<file path="config.mk">
export PLATFORM = sky130hd
export DESIGN_NAME = pti_blend
export DESIGN_NICKNAME = d
export VERILOG_FILES = /design/src/sv/pti_pkg.sv /design/src/sv/pti_blend.sv
export SDC_FILE = /design/constraint.sdc
export NUM_CORES = 2
export LEC_CHECK = 0
export BUFFER_PORTS_ARGS = -buffer_cell sky130_fd_sc_hd__buf_2
export CELL_PAD_IN_SITES_DETAIL_PLACEMENT = 1
export CELL_PAD_IN_SITES_GLOBAL_PLACEMENT = 1
export CORE_MARGIN = 8
export CORE_UTILIZATION = 50
export DETAILED_ROUTE_END_ITERATION = 12
export GPL_ROUTABILITY_DRIVEN = 0
export PLACE_DENSITY_LB_ADDON = 0.1
export SKIP_LAST_GASP = 1
export SYNTH_ARGS = -nofsm -noshare
export SYNTH_HDL_FRONTEND = slang
export SYNTH_SLANG_ARGS = --single-unit
</file>
<file path="constraint.sdc">
create_clock -name clk -period 4.15 [get_ports clk]
set_input_delay 0.6225 -clock clk [delete_from_list [all_inputs] [get_ports clk]]
set_output_delay 0.6225 -clock clk [all_outputs]
set_load 0.005 [all_outputs]
</file>
<file path="src/sv/pti_pkg.sv">
// Shared types and constants of the profile table interpolator.
// Request and response words, configuration registers, register map.
// No dependencies.
package pti_pkg;

	// action codes
	localparam logic ACT_LOAD  = 1'b0;
	localparam logic ACT_QUERY = 1'b1;

	// Q16 constants: one, one half, and the two snap thresholds near a bin
	localparam logic [16:0] ONE_Q16  = 17'h10000;
	localparam logic [15:0] HALF_Q16 = 16'd32768;
	localparam logic [15:0] NEAR_LO  = 16'd3277;
	localparam logic [15:0] NEAR_HI  = 16'd62260;

	localparam int PADDR_BITS = 4;

	typedef enum logic [1:0] {
		REG_MIN_ENERGY        = 2'd0,
		REG_ENERGY_STEP_RECIP = 2'd1,
		REG_DIST_STEP_RECIP   = 2'd2,
		REG_MAX_DIST          = 2'd3
	} reg_idx_t;

	localparam logic [16:0] RST_ENERGY_STEP_RECIP = 17'd655;
	localparam logic [16:0] RST_DIST_STEP_RECIP   = 17'd6554;
	localparam logic [15:0] RST_MAX_DIST          = 16'd65535;

	typedef struct packed {
		logic [15:0] min_energy;
		logic [16:0] energy_step_recip;
		logic [16:0] dist_step_recip;
		logic [15:0] max_dist;
	} cfg_t;

	typedef struct packed {
		logic        action;
		logic [1:0]  module_type;
		logic [6:0]  load_energy_bin;
		logic [6:0]  load_dist_bin;
		logic [15:0] load_frac;
		logic [15:0] load_err;
		logic [15:0] query_dist;
		logic [15:0] query_energy;
	} req_t;

	typedef struct packed {
		logic [15:0] profile_frac;
		logic [15:0] profile_err;
		logic        beyond_range;
	} rsp_t;

endpackage

</file>
<file path="src/sv/pti_blend.sv">
// Linear blend of two table entries in Q16, for fraction and error.
// Registered products, then sum with round half up; depends on pti_pkg.
module pti_blend import pti_pkg::*; #(
	parameter int VALUE_BITS = 16
) (
	input  logic                    clk,
	input  logic                    arst_n,
	input  logic                    en,
	input  logic                    in_v,
	input  logic [2*VALUE_BITS-1:0] lo,
	input  logic [2*VALUE_BITS-1:0] hi,
	input  logic [16:0]             w,
	input  logic                    zero,
	input  logic                    beyond,
	output logic                    res_v,
	output rsp_t                    res
);

	localparam int PW = 17 + VALUE_BITS;
	localparam int SW = (PW + 1 > 32) ? PW + 1 : 32;

	logic [VALUE_BITS-1:0] lo_f, lo_e, hi_f, hi_e;
	logic [16:0]           w_lo;
	logic [PW-1:0]         ph_f_s5, pl_f_s5, ph_e_s5, pl_e_s5;
	logic                  v_s5, zero_s5, beyond_s5;
	logic [SW-1:0]         acc_f, acc_e;

	// a full weight on the upper entry means no lower entry was read
	assign lo_f = w[16] ? '0 : lo[2*VALUE_BITS-1:VALUE_BITS];
	assign lo_e = w[16] ? '0 : lo[VALUE_BITS-1:0];
	assign hi_f = hi[2*VALUE_BITS-1:VALUE_BITS];
	assign hi_e = hi[VALUE_BITS-1:0];
	assign w_lo = ONE_Q16 - w;

	always_ff @(posedge clk or negedge arst_n) begin
		if (!arst_n) begin
			v_s5 <= 1'b0;
		end else if (en) begin
			v_s5 <= in_v;
		end
	end

	always_ff @(posedge clk) begin
		if (en) begin
			ph_f_s5   <= PW'(w) * PW'(hi_f);
			pl_f_s5   <= PW'(w_lo) * PW'(lo_f);
			ph_e_s5   <= PW'(w) * PW'(hi_e);
			pl_e_s5   <= PW'(w_lo) * PW'(lo_e);
			zero_s5   <= zero;
			beyond_s5 <= beyond;
		end
	end

	assign acc_f = SW'(ph_f_s5) + SW'(pl_f_s5) + SW'(HALF_Q16);
	assign acc_e = SW'(ph_e_s5) + SW'(pl_e_s5) + SW'(HALF_Q16);

	assign res_v            = v_s5;
	assign res.profile_frac = zero_s5 ? 16'd0 : acc_f[31:16];
	assign res.profile_err  = zero_s5 ? 16'd0 : acc_e[31:16];
	assign res.beyond_range = beyond_s5;

endmodule

</file>
==> out/metrics.yaml <==
slew_headroom: 0.3900
clk_latency_ps: 480
path_depth: 28
synth_fp_nets: 6103
min_path_type: "input pin to flop"
fin_skew_ps: 0
htree_levels: 4
max_stage_delay_ps: 580
nets: 6841
dp_hpwl_um: 116000
rows: 106
synth_top_area_frac: 0.3954
synthArstFlopShare: 0.007634
rr_worst_depth: 1
rsz0062_at_grt: "true"
gr-usage-met1: 0.3791
slowest_stage: "or4_4"
drt_iter0_drc: 2469
clkTransAtPathRegs_ps: 60
synth.distinct_cells: 73
crit_type: "input pin to flop"
tightestPinTransition_ps: 915.0
cts.sinks: 131
hold_depth: 1
final_cells: 6498
dpl_cell_area_sq_um: 49450
drc_errors: 0
port_buffers: 120
cp-start-kind: "input pin"
cp.required_ps: 4380
synthToLayoutAreaGrowth_pct: 27.48
critical_path_buf_inv_count: 6
tns_ps: -243850
grt_max_degree: 70
overflow: 0
synth_enable_flop_cells: 130
cts_max_path_buffers: 2
violations: "setup timing"
die-height_um: 305.5
use_met2: 0.5696
timing.final.crit_share: 1.859
synth_area_leaders: "fa_1 (40%), ha_1 (16%), edfxtp_1 (9.3%), inv_1 (9.1%), nand2_1 (5.8%)"
grt_first_pass_wirelength_um: 233200
tritoncts: "done"
ant_nets: 0
finalHoldViolations: 0
critPathTopFamily: "adder cells"
cp-end-kind: "flop"
clock-root-buffer: "clkbuf_16"
cts_buffers: 17
wl_per_cell_um: 25.71
period_minus_slack_ps: 7715
timing.final.ws_setup_ps: -3565
synth.top_cells.by_count: "inv_1 (1,013), fa_1 (828), nand2_1 (649), ha_1 (523), nor2_1 (361)"
antenna_found_initial: 10
synth_most_common_cell: "inv_1"
status: "finished with violations"
dieArea_sq_um: 93360
dpl_worst_slack_ps: -4033
first_global_vias: 41838
vias: 37073
die_w_um: 305.5
ys_seq_area_frac: 0.09373
yosys_warnings: 0
core_area_sq_um: 83290
crit_path_frequent_cell: "fa_1"
busiest_layer: "met2"
crit_fanout: 5
avgViaCountPerCell: 5.705
synth_area_sq_um: 41920
use_met3: 0.05475
yosys.area.top_type: "fa_1"
slew_viol_final: 0
drv_cap: 0
crit_arrival_ps: 7950
synthFlopType: "edfxtp_1"
firstDrtPassIters: 5
placed_cells: 6335
synth_seq_cells: 131
fmax_mhz: 129.6
pin_count: 121
syn_area_per_cell_sq_um: 8.986
start_util: 0.5033
final-setup-viol-count: 126
stdcell_area_sq_um: 53440
wl_um: 167100
track_usage: 0.3199
drive_gt1_frac: 0.2542
syn_inst: 4665
-- stage by stage --
stage / utilization / hold WS [ps]
after global placement: 0.5937 / 397.6
after floorplan: - / 326.9
after detailed placement: 0.5937 / 398.1
final: 0.6416 / 314.2
after global routing: 0.6415 / 293.4
after CTS: 0.6217 / 299.0
-- worst paths after layout --
path | start | to | slack [ps]
max | w[1] | pl_f_s5[31] | -3560
min | zero | zero_s5 | 310
max reg2reg | res_v | res_v | 3410
min reg2reg | res_v | res_v | 510
max in group asynchronous | arst_n | res_v | 3620
min in group asynchronous | arst_n | res_v | 440
-- sequential cells by signal, summed over array words and instances, names as in the netlist --
name,cells
beyond_s5,1
res_v,1
ph_e_s5,32
ph_f_s5,32
pl_e_s5,32
zero_s5,1
pl_f_s5,32
-- layer usage --
| metal | up-vias | part of all wire |
|---|---|---|
| met5 | - | 0.00048 |
| li1 | 15594 | - |
| met3 | 699 | 0.070 |
| met1 | 19046 | 0.36 |
| met2 | 1724 | 0.50 |
| met4 | 10 | 0.069 |
-- logic make-up after synthesis --
group           after synthesis  synth area share
simple gates               1461            0.1565
fa+ha+maj                  1351            0.5515
flops                       131           0.09373
xor+xnor                    170           0.03552
compound gates              328           0.05262
buf+inv                    1222            0.1095
mux                           2         0.0005372
-- timing repair --
action	in CTS	in global routing
resized for setup	211	267
setup endpoints to repair	123	128
setup buffers	67	77
pin swaps	151	186
hold buffers	1	0
gates cloned	6	1
hold endpoints to repair	1	0
-- cell usage in the layout (no fill, tap or decap), drive strengths merged, types with 6 or more instances in the layout --
| cell type | n |
|---|---|
| inv | 1014 |
| buf | 919 |
| fa | 828 |
| nand2 | 649 |
| ha | 523 |
| nor2 | 361 |
| and2 | 228 |
| edfxtp | 130 |
| xnor2 | 119 |
| a21oi | 100 |
| xor2 | 51 |
| a21o | 49 |
| o21ai | 46 |
| nor2b | 42 |
| nor3 | 42 |
| nand2b | 40 |
| o21a | 25 |
| clkbuf | 22 |
| nand3 | 22 |
| or3 | 17 |
| and3 | 16 |
| o21bai | 15 |
| a31oi | 14 |
| or2 | 11 |
| nand4 | 10 |
| a211oi | 9 |
| nor4 | 9 |
| a211o | 7 |
| o31ai | 6 |
| clkinv | 6 |
| a21boi | 6 |
-- area by class of cell --
cell class                 instances  area, sq um
clock buffer                      18        429.2
inverter                        1014         3819
tap                             1080         1351
multi-input combinational       3312        35950
timing repair buffer             927         7770
clock inverter                    14        187.7
antenna                            2        5.005
fill                            9305        29850
sequential                       131         3929
Power is not shown: default switching activity piles up to over one toggle a cycle in this logic, so the estimate is an artifact.
