<file path="config.mk">
export PLATFORM = sky130hd
export DESIGN_NAME = pti_regs
export DESIGN_NICKNAME = d
export VERILOG_FILES = /design/src/sv/pti_pkg.sv /design/src/sv/pti_regs.sv
export SDC_FILE = /design/constraint.sdc
export NUM_CORES = 1
export LEC_CHECK = 0
export BUFFER_PORTS_ARGS = -buffer_cell sky130_fd_sc_hd__buf_2
export CAP_MARGIN = 30
export CORE_MARGIN = 2
export CORE_UTILIZATION = 40
export CTS_BUF_LIST = sky130_fd_sc_hd__clkbuf_8
export CTS_CLUSTER_SIZE = 16
export DETAILED_ROUTE_END_ITERATION = 8
export PLACE_DENSITY = 0.7
export RECOVER_POWER = 50
export SETUP_SLACK_MARGIN = 0.15
export SYNTH_ARGS = -nofsm -noshare
export SYNTH_HDL_FRONTEND = slang
export SYNTH_SLANG_ARGS = --single-unit
</file>
<file path="constraint.sdc">
create_clock -name clk -period 1.6 [get_ports clk]
set_clock_uncertainty 0.05 [all_clocks]
set_input_delay 0.24 -clock clk [delete_from_list [all_inputs] [get_ports clk]]
set_output_delay 0.24 -clock clk [all_outputs]
set_load 0.02 [all_outputs]
</file>
<file path="src/sv/pti_pkg.sv">
// Shared types and constants of the profile table interpolator.
// Request and response words, configuration registers, register map.
// No dependencies.
package pti_pkg;

	// action codes
	localparam logic ACT_LOAD  = 1'b0;
	localparam logic ACT_QUERY = 1'b1;

	// Q16 constants: one, one half, and the two snap thresholds near a bin
	localparam logic [16:0] ONE_Q16  = 17'h10000;
	localparam logic [15:0] HALF_Q16 = 16'd32768;
	localparam logic [15:0] NEAR_LO  = 16'd3277;
	localparam logic [15:0] NEAR_HI  = 16'd62260;

	localparam int PADDR_BITS = 4;

	typedef enum logic [1:0] {
		REG_MIN_ENERGY        = 2'd0,
		REG_ENERGY_STEP_RECIP = 2'd1,
		REG_DIST_STEP_RECIP   = 2'd2,
		REG_MAX_DIST          = 2'd3
	} reg_idx_t;

	localparam logic [16:0] RST_ENERGY_STEP_RECIP = 17'd655;
	localparam logic [16:0] RST_DIST_STEP_RECIP   = 17'd6554;
	localparam logic [15:0] RST_MAX_DIST          = 16'd65535;

	typedef struct packed {
		logic [15:0] min_energy;
		logic [16:0] energy_step_recip;
		logic [16:0] dist_step_recip;
		logic [15:0] max_dist;
	} cfg_t;

	typedef struct packed {
		logic        action;
		logic [1:0]  module_type;
		logic [6:0]  load_energy_bin;
		logic [6:0]  load_dist_bin;
		logic [15:0] load_frac;
		logic [15:0] load_err;
		logic [15:0] query_dist;
		logic [15:0] query_energy;
	} req_t;

	typedef struct packed {
		logic [15:0] profile_frac;
		logic [15:0] profile_err;
		logic        beyond_range;
	} rsp_t;

endpackage

</file>
<file path="src/sv/pti_regs.sv">
// Configuration register file of the profile table interpolator.
// APB-style write and read access; depends on pti_pkg.
module pti_regs import pti_pkg::*; (
	input  logic                  clk,
	input  logic                  arst_n,
	input  logic                  psel,
	input  logic                  penable,
	input  logic                  pwrite,
	input  logic [PADDR_BITS-1:0] paddr,
	input  logic [31:0]           pwdata,
	output logic [31:0]           prdata,
	output logic                  pready,
	output cfg_t                  cfg
);

	cfg_t     cfg_q;
	reg_idx_t idx;
	logic     wr;

	assign idx    = reg_idx_t'(paddr[3:2]);
	assign wr     = psel && penable && pwrite;
	assign pready = 1'b1;
	assign cfg    = cfg_q;

	always_ff @(posedge clk or negedge arst_n) begin
		if (!arst_n) begin
			cfg_q.min_energy        <= '0;
			cfg_q.energy_step_recip <= RST_ENERGY_STEP_RECIP;
			cfg_q.dist_step_recip   <= RST_DIST_STEP_RECIP;
			cfg_q.max_dist          <= RST_MAX_DIST;
		end else if (wr) begin
			case (idx)
				REG_MIN_ENERGY:        cfg_q.min_energy        <= pwdata[15:0];
				REG_ENERGY_STEP_RECIP: cfg_q.energy_step_recip <= pwdata[16:0];
				REG_DIST_STEP_RECIP:   cfg_q.dist_step_recip   <= pwdata[16:0];
				REG_MAX_DIST:          cfg_q.max_dist          <= pwdata[15:0];
				default: ;
			endcase
		end
	end

	always_comb begin
		case (idx)
			REG_MIN_ENERGY:        prdata = {16'd0, cfg_q.min_energy};
			REG_ENERGY_STEP_RECIP: prdata = {15'd0, cfg_q.energy_step_recip};
			REG_DIST_STEP_RECIP:   prdata = {15'd0, cfg_q.dist_step_recip};
			REG_MAX_DIST:          prdata = {16'd0, cfg_q.max_dist};
			default:               prdata = '0;
		endcase
	end

endmodule

</file>
==> results.sh <==
export IMPL_min_delay_start="pwdata[16]"
export IMPL_worst_slew_pin_slew_ps=896
export IMPL_syn_inst=186
export IMPL_path_max_fanout=3
export IMPL_finalSetupTns_ps=-501
export IMPL_track_usage_pct=17.9
export IMPL_boundaryPins=140
export IMPL_drtAntennaViolNets=0
export IMPL_relSlewSlack_pct=40.2
export IMPL_max_cap_violations=0
export IMPL_yosysUniqueCellTypes=21
export IMPL_numCtsBuffers=9
export IMPL_hold_end="cfg[49]$_DFFE_PN0P_"
export IMPL_worstRegToRegCells=3
export IMPL_irDropWorstVdd_mv=0.874
export IMPL_cp_end_kind="output port"
export IMPL_synth_warning_count=0
export IMPL_syn2layout_area_growth_pct=37.3
export IMPL_insertion_delay_ps=340
export IMPL_setup_ws_ps=-57.9
export IMPL_grt_pass1_wl_um=11600
export IMPL_drc=0
export IMPL_r2r_slack_ps=520
export IMPL_cts_sinks=66
export IMPL_r2r_end="cfg[52]$_DFFE_PN0P_"
export IMPL_min_path_type="input port to register"
export IMPL_r2r_start="cfg[52]$_DFFE_PN0P_"
export IMPL_final_cell_mix="82 x buf_2, 54 x mux2_2, 41 x buf_4, 37 x dfrtp_1, 29 x dfstp_2"
export IMPL_regArea_um2=1690
export IMPL_multiInputGateArea_um2=1270
export IMPL_hold_path_depth=2
export IMPL_drive_gt1_share_pct=80.1
export IMPL_cts_clk_slew_worst_paths_ps=70
export IMPL_cp_start_kind="register"
export IMPL_hpwl_um=4890
export IMPL_grt_overflow=0
export IMPL_largest_reg_flops=66
export IMPL_power_mw=6.09
export IMPL_wire_per_inst_um=16.6
export IMPL_dp_slack_ps=51.1
export IMPL_cts_max_path_buffers=2
export IMPL_layout_commonest_cell="buf_2"
export IMPL_ys_seq_elements=66
export IMPL_cp_arrival_ps=1370
export IMPL_finalSetupViolations=15
export IMPL_initial_core_util_pct=40.8
export IMPL_row_count=32
export IMPL_n_antenna_cell=0
export IMPL_vias=2144
export IMPL_dr_pass1_iters=3
export IMPL_cts_htree_levels=3
export IMPL_drtIter0Drc=43
export IMPL_crit_type="register to output port"
export IMPL_p_leak_nw=2.06
export IMPL_avgSynthCellArea_um2=16.7
export IMPL_die_h_um=92.1
export IMPL_die_w_um=92.1
export IMPL_period_share_pct=104
export IMPL_wirelength_um=7350
export IMPL_io_buffers=106
export IMPL_max_freq_mhz=603
export IMPL_coreArea_um2=7610
export IMPL_yosysSeqAreaShare_pct=54.4
export IMPL_grt_pass1_vias=2171
export IMPL_hold_violations=0
export IMPL_gp_congestion=0.697
export IMPL_rsz0062_at_grt="true"
export IMPL_via_per_inst=4.83
export IMPL_cts_tree="done"
export IMPL_period_needed_ps=1660
export IMPL_outcome="complete, but fails checks"
export IMPL_nNetsFinal=378
export IMPL_die_area_um2=8480
export IMPL_maxSlewViolCount=0
export IMPL_fill_cells=652
export IMPL_required_ps=1310
export IMPL_antenna_found_initial=0
export IMPL_violations="setup timing"
export IMPL_grt_max_degree=67
export IMPL_synthesis_area_um2=3100
export IMPL_clock_root_buffer="clkbuf_8"
export IMPL_power_density_nw_per_um2=1430
power breakdown:
group | total [mW] | switching (mW) | internal [mW]
Clock | 1.17 | 0.626 | 0.544
Combinational | 2.47 | 1.23 | 1.25
Sequential | 2.45 | 0.260 | 2.19
Total | 6.09 | 2.11 | 3.98
final cells by class:
| cell class | count | area share [%] |
|---|---|---|
| flip-flops and latches | 66 | 39.6 |
| multi-input cells | 107 | 29.7 |
| repair buffers | 152 | 23.8 |
| well taps | 102 | 2.99 |
| clock buffers | 9 | 2.91 |
| clock inverters | 7 | 0.910 |
| inverters | 1 | 0.0881 |
timing repair:
action	CTS	global route
setup buffers	23	8
resized for setup	32	12
setup endpoints to repair	16	18
hold endpoints to repair	37	0
hold buffers	1	0
logic make-up (layout without fill, tap and decap cells):
group | after synthesis | count (layout) | share of synthesized area, %
AO/OA/AOI/OAI | 1 | 1 | 0.161
AND/OR/NAND/NOR | 8 | 8 | 1.94
multiplexers | 82 | 82 | 36.8
buffers and inverters | 27 | 169 | 6.49
other | 2 | 16 | 0.242
flip-flops | 66 | 66 | 54.4
worst max-delay path by stage:
| stage | from | to | slack [ps] |
|---|---|---|---|
| after floorplan | paddr[3] | cfg[50]$_DFFE_PN0P_ | 150 |
| final | cfg[31]$_DFFE_PN0P_ | prdata[15] | -60 |
| after CTS | cfg[31]$_DFFE_PN0P_ | prdata[15] | -80 |
| after global routing | cfg[54]$_DFFE_PN0P_ | prdata[4] | -120 |
| after detailed placement | paddr[2] | prdata[15] | 50 |
| after global placement | paddr[2] | prdata[8] | 70 |
metal layers:
layer	global-route usage [%]	vias to the layer above	wire length [um]
met4	6.09	0	99
met1	24.0	1097	3090
li1	-	954	-
met2	27.5	83	3700
met3	5.67	10	456
met5	0	-	0
through the flow:
step                      hold WS, ps  util [%]  instance area [um^2]  cells
final                             105      56.0                  4260    444
after global routing             90.3      56.0                  4260    444
after CTS                        79.8      55.3                  4200    436
after detailed placement          240      49.4                  3760    396
after global placement            231      49.4                  3760    396
after floorplan                  -106         -                  3170    200
synthesized netlist by cell type (all sizes together):
| cell | count | area [um^2] |
|---|---|---|
| or3 | 1 | 6.26 |
| or2 | 1 | 6.26 |
| conb | 2 | 7.51 |
| mux2 | 66 | 781 |
| o21ai | 1 | 5.00 |
| nor2 | 1 | 6.26 |
| nor3 | 1 | 16.3 |
| nand3 | 2 | 15.0 |
| inv | 1 | 3.75 |
| nand4 | 1 | 6.26 |
| mux4 | 16 | 360 |
| nand2 | 1 | 3.75 |
| dfstp | 29 | 762 |
| dfrtp | 37 | 926 |
| buf | 26 | 198 |
critical path, cell delays in order (launching register included):
cell	delay, ps
dfrtp_1	400
mux4_2	480
buf_6	150
Power figures use the tool's default switching activity.
